<file path="src/design/sbc_pkg.sv">
`timescale 1ns / 1ps
// ----------------------------------------------------------------------------
// sbc_pkg: shared types and constants of the seen bitmap block
// Holds the request kind codes, the fixed field widths and the bitmap row
// geometry used by every module of the block.
// ----------------------------------------------------------------------------
package sbc_pkg;

	// Fixed field widths of the request and the result.
	localparam int KIND_W  = 2;
	localparam int ID_W    = 11;
	localparam int COUNT_W = 11;

	// Largest count the result field can show.
	localparam logic [COUNT_W-1:0] COUNT_MAX = 11'h7FF;

	// The bitmap memory holds rows of this many entry bits.
	localparam int ROW_BITS = 32;
	localparam int BIT_W    = $clog2(ROW_BITS);

	// Request kinds.
	typedef enum logic [KIND_W-1:0] {
		KIND_MARK  = 2'd0,
		KIND_TEST  = 2'd1,
		KIND_COUNT = 2'd2,
		KIND_ERASE = 2'd3
	} kind_t;

	// Update of the bitmap store from the execute stage.
	typedef struct packed {
		logic wr;   // write the modified row back
		logic clr;  // erase every row of both lists
	} bm_upd_t;

endpackage

</file>
<file path="src/design/sbc_bitmap.sv">
`timescale 1ns / 1ps
// ----------------------------------------------------------------------------
// sbc_bitmap: row memory holding both seen lists
// Rows of entry bits with a registered read, one valid bit per row so that
// an erase clears everything at once, and bypass of a same-row write.
// ----------------------------------------------------------------------------
module sbc_bitmap
	import sbc_pkg::*;
#(
	parameter int ADDR_W = 6
) (
	input  logic                clk,
	input  logic                arst_n,
	input  logic                rd_en,
	input  logic [ADDR_W-1:0]   rd_addr,
	input  bm_upd_t             upd,
	input  logic [ROW_BITS-1:0] wr_data,
	output logic [ROW_BITS-1:0] row
);

	localparam int DEPTH = 2 ** ADDR_W;

	logic [ROW_BITS-1:0] mem [DEPTH];
	logic [ROW_BITS-1:0] rd_q;
	logic [ADDR_W-1:0]   addr_q;
	logic [DEPTH-1:0]    valid_q;
	logic                fwd;

	// A request entering while the previous one writes the same row takes
	// the new row instead of the stale memory word.
	assign fwd = upd.wr && (rd_addr == addr_q);

	// Memory write and registered read.
	always_ff @(posedge clk) begin
		if (upd.wr) begin
			mem[addr_q] <= wr_data;
		end
		if (rd_en) begin
			rd_q   <= fwd ? wr_data : mem[rd_addr];
			addr_q <= rd_addr;
		end
	end

	// Row valid bits; a row never written since reset or erase reads as zero.
	always_ff @(posedge clk or negedge arst_n) begin
		if (!arst_n) begin
			valid_q <= '0;
		end else if (upd.clr) begin
			valid_q <= '0;
		end else if (upd.wr) begin
			valid_q[addr_q] <= 1'b1;
		end
	end

	assign row = valid_q[addr_q] ? rd_q : '0;

	// A write and an erase never come from the same request.
	a_wr_clr_excl: assert property (@(posedge clk) disable iff (!arst_n)
		!(upd.wr && upd.clr))
		else $error("bitmap write and erase in the same cycle");

endmodule

</file>
<file path="src/design/sbc_count.sv">
`timescale 1ns / 1ps
// ----------------------------------------------------------------------------
// sbc_count: running totals of set bits
// Keeps one counter per list, gives the selected list's count after the
// current request, saturated to the result field.
// ----------------------------------------------------------------------------
module sbc_count
	import sbc_pkg::*;
#(
	parameter int ENTRIES = 1024
) (
	input  logic               clk,
	input  logic               arst_n,
	input  logic               step,
	input  logic               erase,
	input  logic               inc,
	input  logic               list,
	output logic [COUNT_W-1:0] count
);

	localparam int CNT_W = $clog2(ENTRIES + 1);

	logic [CNT_W-1:0] maker_q;
	logic [CNT_W-1:0] exhibit_q;
	logic [CNT_W-1:0] cur;
	logic [CNT_W-1:0] nxt;

	// Total of the selected list after this request.
	always_comb begin
		cur = list ? exhibit_q : maker_q;
		if (erase) begin
			nxt = '0;
		end else if (inc) begin
			nxt = cur + CNT_W'(1);
		end else begin
			nxt = cur;
		end
	end

	// Saturate to the width of the result field.
	assign count = ({1'b0, nxt} > (CNT_W + 1)'(COUNT_MAX)) ? COUNT_MAX
		: COUNT_W'(nxt);

	// Counter update when the request leaves the execute stage.
	always_ff @(posedge clk or negedge arst_n) begin
		if (!arst_n) begin
			maker_q   <= '0;
			exhibit_q <= '0;
		end else if (step) begin
			if (erase) begin
				maker_q   <= '0;
				exhibit_q <= '0;
			end else if (list) begin
				exhibit_q <= nxt;
			end else begin
				maker_q <= nxt;
			end
		end
	end

	// A list can never hold more set bits than it has entries.
	a_total_bound: assert property (@(posedge clk) disable iff (!arst_n)
		({1'b0, maker_q} <= (CNT_W + 1)'(ENTRIES))
		&& ({1'b0, exhibit_q} <= (CNT_W + 1)'(ENTRIES)))
		else $error("running total exceeds table size");

endmodule

</file>
<file path="src/design/seen_bitmap_with_count_top.sv">
`timescale 1ns / 1ps
// ----------------------------------------------------------------------------
// seen_bitmap_with_count_top: two seen lists with running counts
// Marks and tests entries of the maker and exhibit lists, reads the count
// of set bits of a list, and erases both lists.
//
//   channel   direction   handshake              payload
//   request   in          req_valid, req_stall   kind, which_list, entry_id
//   result    out         res_valid, res_stall   was_set, newly_set,
//                                                seen_count, out_of_range
//
// One request is taken every cycle while req_stall is low; the registered
// row read of the bitmap memory is loaded together with the execute stage
// request register, and the result then moves into the output register.
// Reset clears the row valid bits and the totals at once, so requests are
// taken as soon as reset is released.
// A stalled result holds in the output register while one more request
// waits in the execute stage; only then is req_stall raised.
// ----------------------------------------------------------------------------
module seen_bitmap_with_count_top
	import sbc_pkg::*;
#(
	parameter int ENTRIES = 1024
) (
	input  logic               clk,
	input  logic               arst_n,
	input  logic               req_valid,
	output logic               req_stall,
	input  logic [KIND_W-1:0]  kind,
	input  logic               which_list,
	input  logic [ID_W-1:0]    entry_id,
	output logic               res_valid,
	input  logic               res_stall,
	output logic               was_set,
	output logic               newly_set,
	output logic [COUNT_W-1:0] seen_count,
	output logic               out_of_range
);

	localparam int ROWS   = (ENTRIES + ROW_BITS - 1) / ROW_BITS;
	localparam int ROW_AW = (ROWS > 1) ? $clog2(ROWS) : 1;
	localparam int ADDR_W = ROW_AW + 1;

	logic                accept;
	logic                advance;
	logic                v_s1;
	kind_t               kind_s1;
	logic                list_s1;
	logic [ID_W-1:0]     id_s1;
	logic [ADDR_W-1:0]   rd_addr;
	logic [ROW_BITS-1:0] row;
	logic [ROW_BITS-1:0] wr_data;
	bm_upd_t             upd;
	logic                entry_op;
	logic                oor;
	logic                hit;
	logic                was;
	logic                fresh;
	logic                erase;
	logic [COUNT_W-1:0]  count;
	logic                res_valid_q;
	logic                was_q;
	logic                fresh_q;
	logic [COUNT_W-1:0]  count_q;
	logic                oor_q;

	// Handshake: the execute stage moves on when the output register is free.
	assign advance   = v_s1 && (!res_valid_q || !res_stall);
	assign req_stall = v_s1 && res_valid_q && res_stall;
	assign accept    = req_valid && !req_stall;

	// Row address: list in the top bit, row of the entry below it.
	assign rd_addr = {which_list, entry_id[BIT_W +: ROW_AW]};

	// Execute stage request register.
	always_ff @(posedge clk or negedge arst_n) begin
		if (!arst_n) begin
			v_s1 <= 1'b0;
		end else if (accept) begin
			v_s1 <= 1'b1;
		end else if (advance) begin
			v_s1 <= 1'b0;
		end
	end

	always_ff @(posedge clk) begin
		if (accept) begin
			kind_s1 <= kind_t'(kind);
			list_s1 <= which_list;
			id_s1   <= entry_id;
		end
	end

	sbc_bitmap #(
		.ADDR_W(ADDR_W)
	) u_bitmap (
		.clk    (clk),
		.arst_n (arst_n),
		.rd_en  (accept),
		.rd_addr(rd_addr),
		.upd    (upd),
		.wr_data(wr_data),
		.row    (row)
	);

	// Decode of the request in the execute stage.
	always_comb begin
		entry_op = (kind_s1 == KIND_MARK) || (kind_s1 == KIND_TEST);
		erase    = (kind_s1 == KIND_ERASE);
		oor      = entry_op && ({1'b0, id_s1} >= (ID_W + 1)'(ENTRIES));
		hit      = row[id_s1[BIT_W-1:0]];
		was      = entry_op && !oor && hit;
		fresh    = (kind_s1 == KIND_MARK) && !oor && !hit;
		wr_data  = row | (ROW_BITS'(1) << id_s1[BIT_W-1:0]);
		upd.wr   = advance && fresh;
		upd.clr  = advance && erase;
	end

	sbc_count #(
		.ENTRIES(ENTRIES)
	) u_count (
		.clk   (clk),
		.arst_n(arst_n),
		.step  (advance),
		.erase (erase),
		.inc   (fresh),
		.list  (list_s1),
		.count (count)
	);

	// Output register.
	always_ff @(posedge clk or negedge arst_n) begin
		if (!arst_n) begin
			res_valid_q <= 1'b0;
		end else if (advance) begin
			res_valid_q <= 1'b1;
		end else if (!res_stall) begin
			res_valid_q <= 1'b0;
		end
	end

	always_ff @(posedge clk) begin
		if (advance) begin
			was_q   <= was;
			fresh_q <= fresh;
			count_q <= count;
			oor_q   <= oor;
		end
	end

	assign res_valid    = res_valid_q;
	assign was_set      = was_q;
	assign newly_set    = fresh_q;
	assign seen_count   = count_q;
	assign out_of_range = oor_q;

	// A mark that sets its bit cannot have found it set already.
	a_fresh_not_was: assert property (@(posedge clk) disable iff (!arst_n)
		res_valid |-> !(was_set && newly_set))
		else $error("result reports a bit both set and newly set");

	// An ignored entry never changes state.
	a_oor_quiet: assert property (@(posedge clk) disable iff (!arst_n)
		res_valid |-> !(out_of_range && (was_set || newly_set)))
		else $error("out of range request touched the bitmap");

	// A request leaving the execute stage always shows up as a result.
	a_advance_res: assert property (@(posedge clk) disable iff (!arst_n)
		advance |=> res_valid)
		else $error("result lost after execute stage");

	// The request side is stalled only when both stages are occupied.
	a_stall_full: assert property (@(posedge clk) disable iff (!arst_n)
		req_stall |-> (v_s1 && res_valid_q))
		else $error("request stalled with a free stage");

endmodule
</file>
<file path="config.mk">
export PLATFORM = sky130hd
export DESIGN_NAME = seen_bitmap_with_count_top
export DESIGN_NICKNAME = d
export VERILOG_FILES = /design/src/design/sbc_pkg.sv /design/src/design/sbc_bitmap.sv /design/src/design/sbc_count.sv /design/src/design/seen_bitmap_with_count_top.sv
export SDC_FILE = /design/constraint.sdc
export NUM_CORES = 2
export LEC_CHECK = 0
export BUFFER_PORTS_ARGS = -buffer_cell sky130_fd_sc_hd__buf_2
export CORE_MARGIN = 1.5
export CORE_UTILIZATION = 53
export CTS_BUF_LIST = sky130_fd_sc_hd__clkbuf_16
export DETAILED_ROUTE_END_ITERATION = 10
export PLACE_DENSITY_LB_ADDON = 0.08
export SYNTH_ARGS = -nofsm -noshare
export SYNTH_HDL_FRONTEND = slang
export SYNTH_SLANG_ARGS = --single-unit
</file>
<file path="constraint.sdc">
create_clock -name clk -period 12.3 [get_ports clk]
set_input_delay 1.23 -clock clk [delete_from_list [all_inputs] [get_ports clk]]
set_output_delay 1.23 -clock clk [all_outputs]
set_load 0.01 [all_outputs]
</file>
==> reports/results.md <==
| Parameter | Value | Unit |
| --- | --- | --- |
| Startpoint types | input pin | - |
| Sequential Power Share | 53.7 | % |
| Tmin final | 5.30 | ns |
| Sequential fraction of the synthesis area | 76.8 | % |
| Post-CTS setup-driven buffer insertion count | 0 | - |
| Sum of negative setup slack | 0 | ns |
| CTS root buf | clkbuf_16 | - |
| Primary flip-flop cell chosen by synthesis mapping | edfxtp_1 | - |
| Sequential standard cell area | 65500 | um2 |
| Outcome | completed | - |
| FF-to-FF End | u_bitmap.mem[24][11]$_DFFE_PP_ | - |
| Post-route DRC violation count | 0 | - |
| Total number of clock tree sinks | 2196 | - |
| Worst IR drop on VDD | 0.000157 | V |
| Number of buffers created by CTS | 215 | - |
| Most used cells in the layout excluding fill and tap cells | edfxtp_1 (2108), mux4_2 (676), clkbuf_16 (217) | - |
| Register clock-pin slew on the reported worst setup and hold paths | 0.06 | ns |
| Count of cells resized by post-cts repair | 0 | - |
| Core region area | 160000 | um2 |
| Number of levels in the clock H-tree | 4 | - |
| Die footprint | 163000 | um2 |
| Violation count after the first detailed-routing iteration | 5130 | - |
| Worst slew margin relative to its limit | 6.64 | % |
| Post-Route WL | 221000 | um |
| Gpl congestion | 0.883 | - |
| Smallest hold slack | 0.351 | ns |
| Power share of the clock group | 40.1 | % |
| Count of mapped cells out of synthesis | 3617 | - |
| Number of antenna violations at the first check in global routing | 16 | - |
| Number of nets in the layout | 3793 | - |
| Area growth from synthesis to layout | 11.9 | % |
| Area of the multi-input gates | 19300 | um2 |
| Fraction of power spent switching nets | 22.0 | % |
| Max cap viols | 0 | - |
| Via total after detailed routing | 40500 | - |
| Peak per-stage delay on the critical path | 1.00 | ns |
| Via density | 6.62 | - |
| Number of core rows | 147 | - |
| Routed length per placed instance | 36.2 | um |
| Crit path arrival time | 5.88 | ns |
| Cell-by-cell listing of the critical path | buf_8 -> buf_12 -> buf_12 -> mux4_2 -> mux4_2 -> a211oi_1 -> a21oi_1 -> mux2_2 | - |
| Syn nets | 3636 | - |
| Die outline width | 404 | um |
| Most frequent standard cell in the layout excluding fill and tap cells | edfxtp_1 | - |
| Pins Over Slew Limit | 0 | - |
| Highest Clock Rate | 189 | MHz |
| Global-route total usage across every layer | 27.6 | % |
| Relative contribution of combinational cells to total power | 6.3 | % |
| Setup repair after global routing missed its margin | no | - |
| Top-level port count | 34 | - |
| Internal Dissipation | 12.3 | mW |
| Leakage | 30.4 | nW |
| Worst r2r path cells | 9 | - |
| Via count of the first global-routing pass | 41000 | - |
| Number of endpoints failing setup at the final stage | 0 | - |
| Final worst clock skew | 0.0323 | ns |
| Ratio of final minimum period to clock period | 43.0 | % |
| Syn Std Cell Area | 85300 | um2 |
| Synth Register Bits | 2196 | - |
| Total iterations of the first detailed-routing run | 6 | - |
| Hold violation count in the final report | 0 | - |
| Type of element capturing the critical path | flop | - |
| HP Class | in -> async | - |
| Pin count of the biggest net entering global routing | 98 | - |
| Final Instance Count excl. Fillers | 6116 | - |
| Cell with the biggest individual delay on the critical path | a211oi_1 | - |
| Maximum fanout encountered on the critical timing path | 97 | - |
| Number of flops mapped to enable cells by yosys | 2108 | - |
| Fill cell instance count of the final layout | 11100 | - |
| Remaining global-route overflow | 0 | - |
| Detailed placer's ending HPWL | 113000 | um |
| Yosys Warn Count | 0 | - |
| Reg2reg setup slack | 7.32 | ns |
| Initial standard-cell utilization of the core | 53.3 | % |
| Antenna-violating nets left | 0 | - |
| Unique cell type count in the Yosys netlist | 63 | - |
| Pwr per Cell Area | 165 | nW/um2 |
| Net load switching power | 3.46 | mW |
| Wire length of the first global-routing pass | 310000 | um |
| Number of port buffers | 33 | - |
| Fraction of final layout cells sized beyond drive strength 1 | 32.2 | % |
| Die Ht | 404 | um |
| Clock tree buffer depth | 3 | - |
| Kind of critical path | in -> reg | - |
| TritonCTS clock tree | built | - |
| Post-Synthesis Mean Instance Area | 23.6 | um2 |
| Critical register-to-register path startpoint | id_s1[1]$_DFFE_PP_ | - |
| Async S/R FF share, synth | 4.01 | % |
| Cells after DPL | 5717 | - |
| Data required, critical path | 12.88 | ns |
| Clk Latency, worst-skew pair | 0.85 | ns |
| Worst-Margin Slew | 1.40 | ns |
| Hold buffer count at CTS | 0 | - |
-- logic make-up after synthesis --
| family | count (synthesis) | share of synthesized area (%) |
|---|---|---|
| adder cells (fa/ha/maj) | 1 | 0.0147 |
| flip-flops | 2196 | 76.8 |
| AND/OR/NAND/NOR | 245 | 1.46 |
| AO/OA/AOI/OAI | 190 | 1.68 |
| multiplexers | 757 | 18.9 |
| XOR/XNOR | 7 | 0.0719 |
| buffers and inverters | 221 | 1.14 |
-- how the worst max path moves through the flow --
stage	start	end	slack (ns)	cells past startpoint
6_report	entry_id[5]	u_bitmap.rd_q[23]$_DFFE_PP_	7.00	8
5_1_grt	entry_id[5]	u_bitmap.rd_q[23]$_DFFE_PP_	6.60	8
4_1_cts	entry_id[5]	u_bitmap.rd_q[23]$_DFFE_PP_	6.98	8
3_5_place_dp	entry_id[5]	u_bitmap.rd_q[23]$_DFFE_PP_	6.09	8
3_3_place_gp	entry_id[5]	u_bitmap.rd_q[23]$_DFFE_PP_	6.04	8
2_1_floorplan	res_stall	u_bitmap.mem[2][0]$_DFFE_PP_	7.47	7
-- power groups by stage --
stage | sequential, mW | clock, mW | combinational (mW)
after floorplan | 8.59 | 0 | 0.599
after global placement | 8.59 | 0 | 0.942
after detailed placement | 8.59 | 0 | 0.984
after CTS | 8.44 | 6.39 | 0.985
after global routing | 8.44 | 6.67 | 1.04
final | 8.44 | 6.30 | 0.984
-- registers in the layout, indices dropped and copies added, names as in the netlist --
signal,flops
u_bitmap.mem,2048
seen_count,11
was_set,1
u_count.maker_q,11
list_s1,1
u_bitmap.rd_q,32
newly_set,1
u_count.exhibit_q,11
v_s1,1
id_s1,11
u_bitmap.valid_q,64
res_valid,1
kind_s1,2
out_of_range,1
-- synthesized netlist by cell type (4+ instances only) --
cell type | instances | area [um2]
edfxtp_1 | 2108 | 63300
mux4_2 | 676 | 15200
clkbuf_1 | 119 | 447
dfrtp_1 | 88 | 2200
nor3_1 | 69 | 345
nand2_1 | 59 | 221
o21a_1 | 57 | 428
buf_2 | 54 | 270
mux2i_1 | 43 | 430
mux2_2 | 37 | 417
nand3_1 | 26 | 130
buf_1 | 23 | 86.3
o21ai_0 | 20 | 100
nor2_1 | 19 | 71.3
a22o_1 | 18 | 158
nor2b_1 | 17 | 106
a21oi_1 | 14 | 70.1
a31oi_1 | 14 | 87.6
nand2b_1 | 10 | 62.6
o31ai_1 | 10 | 75.1
a32o_1 | 9 | 90.1
or3_1 | 9 | 56.3
a22oi_1 | 8 | 60.1
and2_1 | 8 | 50.1
buf_4 | 8 | 60.1
inv_1 | 7 | 26.3
nand4_1 | 7 | 43.8
a211oi_1 | 6 | 45.0
buf_6 | 6 | 67.6
xor2_1 | 6 | 52.6
o311ai_0 | 5 | 43.8
a31o_2 | 4 | 35.0
o211ai_1 | 4 | 30.0
o41ai_1 | 4 | 35.0
-- stage by stage --
stage	util (%)	instance area, um2	total power [mW]	worst slack (ns)
2_1_floorplan	-	85300	9.18	7.47
3_3_place_gp	55.4	88700	9.53	6.04
3_5_place_dp	55.4	88700	9.58	6.09
4_1_cts	59.6	95500	15.8	6.98
5_1_grt	59.6	95500	16.2	6.60
6_report	59.6	95500	15.7	7.00
-- layer usage --
layer / routed length [um] / global-route usage [%] / vias to the layer above
li1: - / - / 15900
met1: 89200 / 39.9 / 22200
met2: 106000 / 43.0 / 1913
met3: 18300 / 4.70 / 369
met4: 7500 / 9.62 / 8
met5: 58 / 0 / -
-- worst max-delay path, delay by kind of cell --
family / cells / cell delay (ns)
buffers and inverters: 3 / 1.94
muxes: 3 / 1.39
AOI/OAI and AO/OA: 2 / 1.07
-- layout make-up --
type,instances,area share (%)
Sequential cell,2196,68.6
Inverter,8,0.0314
Antenna cell,2,0.00524
Timing Repair Buffer,153,1.22
Multi-Input combinational cell,1200,20.2
Tap cell,2160,2.83
Clock inverter,180,1.40
Clock buffer,217,5.69
Power figures use the tool's default switching activity.
